===== src/hdl/hjrt_ram.sv =====
// ----------------------------------------------------------------------------
// hjrt_ram
// Simple dual-port RAM: one write port, one read port, registered read data.
// ----------------------------------------------------------------------------
module hjrt_ram #(
  parameter int WIDTH = 8,
  parameter int DEPTH = 64
) (
  input  logic                     clk,
  input  logic                     we,
  input  logic [$clog2(DEPTH)-1:0] waddr,
  input  logic [WIDTH-1:0]         wdata,
  input  logic                     re,
  input  logic [$clog2(DEPTH)-1:0] raddr,
  output logic [WIDTH-1:0]         rdata
);

  logic [WIDTH-1:0] mem [DEPTH];

  always_ff @(posedge clk) begin
    if (we) begin
      mem[waddr] <= wdata;
    end
    if (re) begin
      rdata <= mem[raddr];
    end
  end

endmodule


===== config.mk =====
export PLATFORM = sky130hd
export DESIGN_NAME = hjrt_ram
export DESIGN_NICKNAME = d
export VERILOG_FILES = /design/src/hdl/hjrt_ram.sv
export SDC_FILE = /design/constraint.sdc
export NUM_CORES = 1
export LEC_CHECK = 0
export ABC_AREA = 1
export BUFFER_PORTS_ARGS = -buffer_cell sky130_fd_sc_hd__buf_2
export CORE_ASPECT_RATIO = 1.25
export CORE_MARGIN = 2
export CORE_UTILIZATION = 35
export DETAILED_ROUTE_END_ITERATION = 8
export SYNTH_ARGS = -nofsm -noshare
export SYNTH_HDL_FRONTEND = slang
export SYNTH_SLANG_ARGS = --single-unit

===== constraint.sdc =====
create_clock -name clk -period 1.9 [get_ports clk]
set_input_delay 0.095 -clock clk [delete_from_list [all_inputs] [get_ports clk]]
set_output_delay 0.095 -clock clk [all_outputs]
set_load 0.1 [all_outputs]

==> results.json <==
{
  "insertion_delay_ns": 0.58,
  "fin_tns_setup_ns": 0,
  "maxCapViolCount": 0,
  "syn_nets": 1828,
  "synth_top_area_frac": 0.729,
  "p_int_mw": 18.5,
  "seq_power_share": 0.532,
  "drtIter0Drc": 1338,
  "synthSimpleGateAreaFrac": 0.231,
  "grt_overflow": 0,
  "combinationalPowerShare": 0.070,
  "numCtsBuffers": 48,
  "worstMarginPinSlew_ns": 0.682,
  "final_cell_mix": "nand2_1, edfxtp_1, nand3_1, buf_4, nor2_1",
  "p_switching_mw": 5.46,
  "area_growth_pct": 14.3,
  "synthDistinctLibCells": 15,
  "synth_area_leaders": "edfxtp_1, nand2_1, nand3_1",
  "dieArea_um2": 63200,
  "clockBufferDepth": 3,
  "p_leak_nw": 8.85,
  "hold_viol": 0,
  "whs_ns": 0.0230,
  "stdcell_count": 2705,
  "drcViolationCount": 0,
  "via_per_inst": 5.16,
  "power_frac_clock": 0.397,
  "path_cells": "buf_2",
  "layout_min_cycle_time_ns": 1.65,
  "ys_seq_area_frac": 0.729,
  "grt_pass1_wl_um": 83200,
  "num_vias": 13900,
  "yosys_warnings": 0,
  "hp-class": "in2reg",
  "cpPeakStageDelay_ns": 0.48,
  "power_mw": 24.0,
  "synth-xor-area-share": 0,
  "rsz0062_at_grt": "no",
  "die_x_um": 225,
  "worstSetupPathType": "reg2out",
  "crit_path_end_kind": "output port",
  "cts_htree_levels": 2,
  "synth_top_cell_by_area": "edfxtp_1",
  "placementRows": 101,
  "synthCells": 1805,
  "synth_adder_area_share": 0,
  "setup_slack_ns": 0.254,
  "die_h_um": 281,
  "startpoint_type": "flip-flop",
  "critPathArrivalTime_ns": 1.55,
  "routed_wl_um": 54700,
  "final_layout_size_suffix_gt1_frac": 0.116,
  "status": "finished, final reports clean",
  "clockRootBuffer": "clkbuf_16",
  "dr.pass1.iters": 5,
  "drv_slew": 0,
  "num_io_pins": 31,
  "port_buffers": 30,
  "crit_buf_inv": 1,
  "final_util": 0.404,
  "max_freq_mhz": 608,
  "cts.sinks": 520,
  "required_ns": 1.80,
  "cp_top_family": "flip-flops",
  "syn_area_um2": 21400,
  "start_util": 0.353,
  "nNetsFinal": 1915,
  "finalClockSkew_ns": 0.0270,
  "synth_compound_area_frac": 0,
  "grt_max_degree": 76,
  "place_area_um2": 22900,
  "final_cell_area_um2": 24500,
  "cp_max_fo": 1,
  "synth-seq-cells": 520,
  "regToRegSetupSlack_ns": 0.39,
  "synth.area.mux_share": 0,
  "postRouteAntennaNets": 0,
  "finalCritPeriodShare": 0.866,
  "path_clk_slew_ns": 0.07,
  "postSynthAreaPerCell_um2": 11.9,
  "wire_per_inst_um": 20.2,
  "ir_worst_vdd_uv": 610,
  "synth_top_family_by_area": "simple AND/OR/NAND/NOR gates",
  "power_density_nw_per_um2": 978,
  "dp_hpwl_um": 32800,
  "grt_pass1_vias": 13600,
  "power_switching_share": 0.228,
  "grt.total_usage": 0.174,
  "cts_tree": "yes",
  "setup_viol": 0,
  "relSlewSlack": 0.545,
  "pre_cts_slack_ns": 0.0989,
  "worst_path_max_delay_cell": "edfxtp_1",
  "layout_commonest_cell": "nand2_1",
  "gp_congestion": 0.862,
  "core_um2": 60700,
  "antenna_found_initial": 2,
  "placed_cells": 2611
}
Yosys cell counts (all sizes together):
library cell,count
nand2,648
edfxtp,520
nand3,439
buf,98
nor2,56
clkbuf,15
inv,12
nand4,9
nor4,8
registers in the layout (all words and copies together) (netlist names):
name,count
mem,512
rdata,8
worst paths after layout:
check        startpoint  endpoint  cells past startpoint
min            raddr[5]  rdata[3]                      3
max reg2reg   mem[3][5]  rdata[5]                      8
min reg2reg  mem[40][3]  rdata[3]                      8
max            rdata[4]  rdata[4]                      1
routing by layer:
layer	share of wire	global-route usage	vias to the layer above
met5	0.00044	0	-
met4	0.033	0.0615	4
met3	0.060	0.0269	114
met2	0.49	0.290	465
met1	0.42	0.230	6835
li1	-	-	6529
timing repair:
action,CTS,global route
hold buffers,3,0
endpoints found under the hold margin,31,0
setup buffers,0,0
setup endpoints to repair,0,0
resized for setup,0,0
cell type report:
cell class / instances / area, µm²
clock inverter: 35 / 320
inverter: 12 / 52.6
multi-input combinational: 1160 / 4950
clock buffer: 54 / 1220
fill: 5712 / 36200
timing repair buffer: 150 / 1360
antenna: 2 / 5.00
tap: 772 / 966
sequential: 520 / 15600
power by group through the flow:
| stage | registers, mW | clock network [mW] | logic [mW] |
|---|---|---|---|
| after CTS | 12.8 | 9.69 | 1.69 |
| after global placement | 13.0 | 0 | 1.66 |
| after detailed placement | 13.0 | 0 | 1.68 |
| after floorplan | 13.1 | 0 | 0.893 |
| final | 12.8 | 9.52 | 1.68 |
| after global routing | 12.8 | 10.1 | 1.83 |
cells by family after synthesis:
logic type,count (synthesis)
simple gates,1160
buf+inv,125
flops,520
Note: power is estimated with default switching activity, not from simulation.
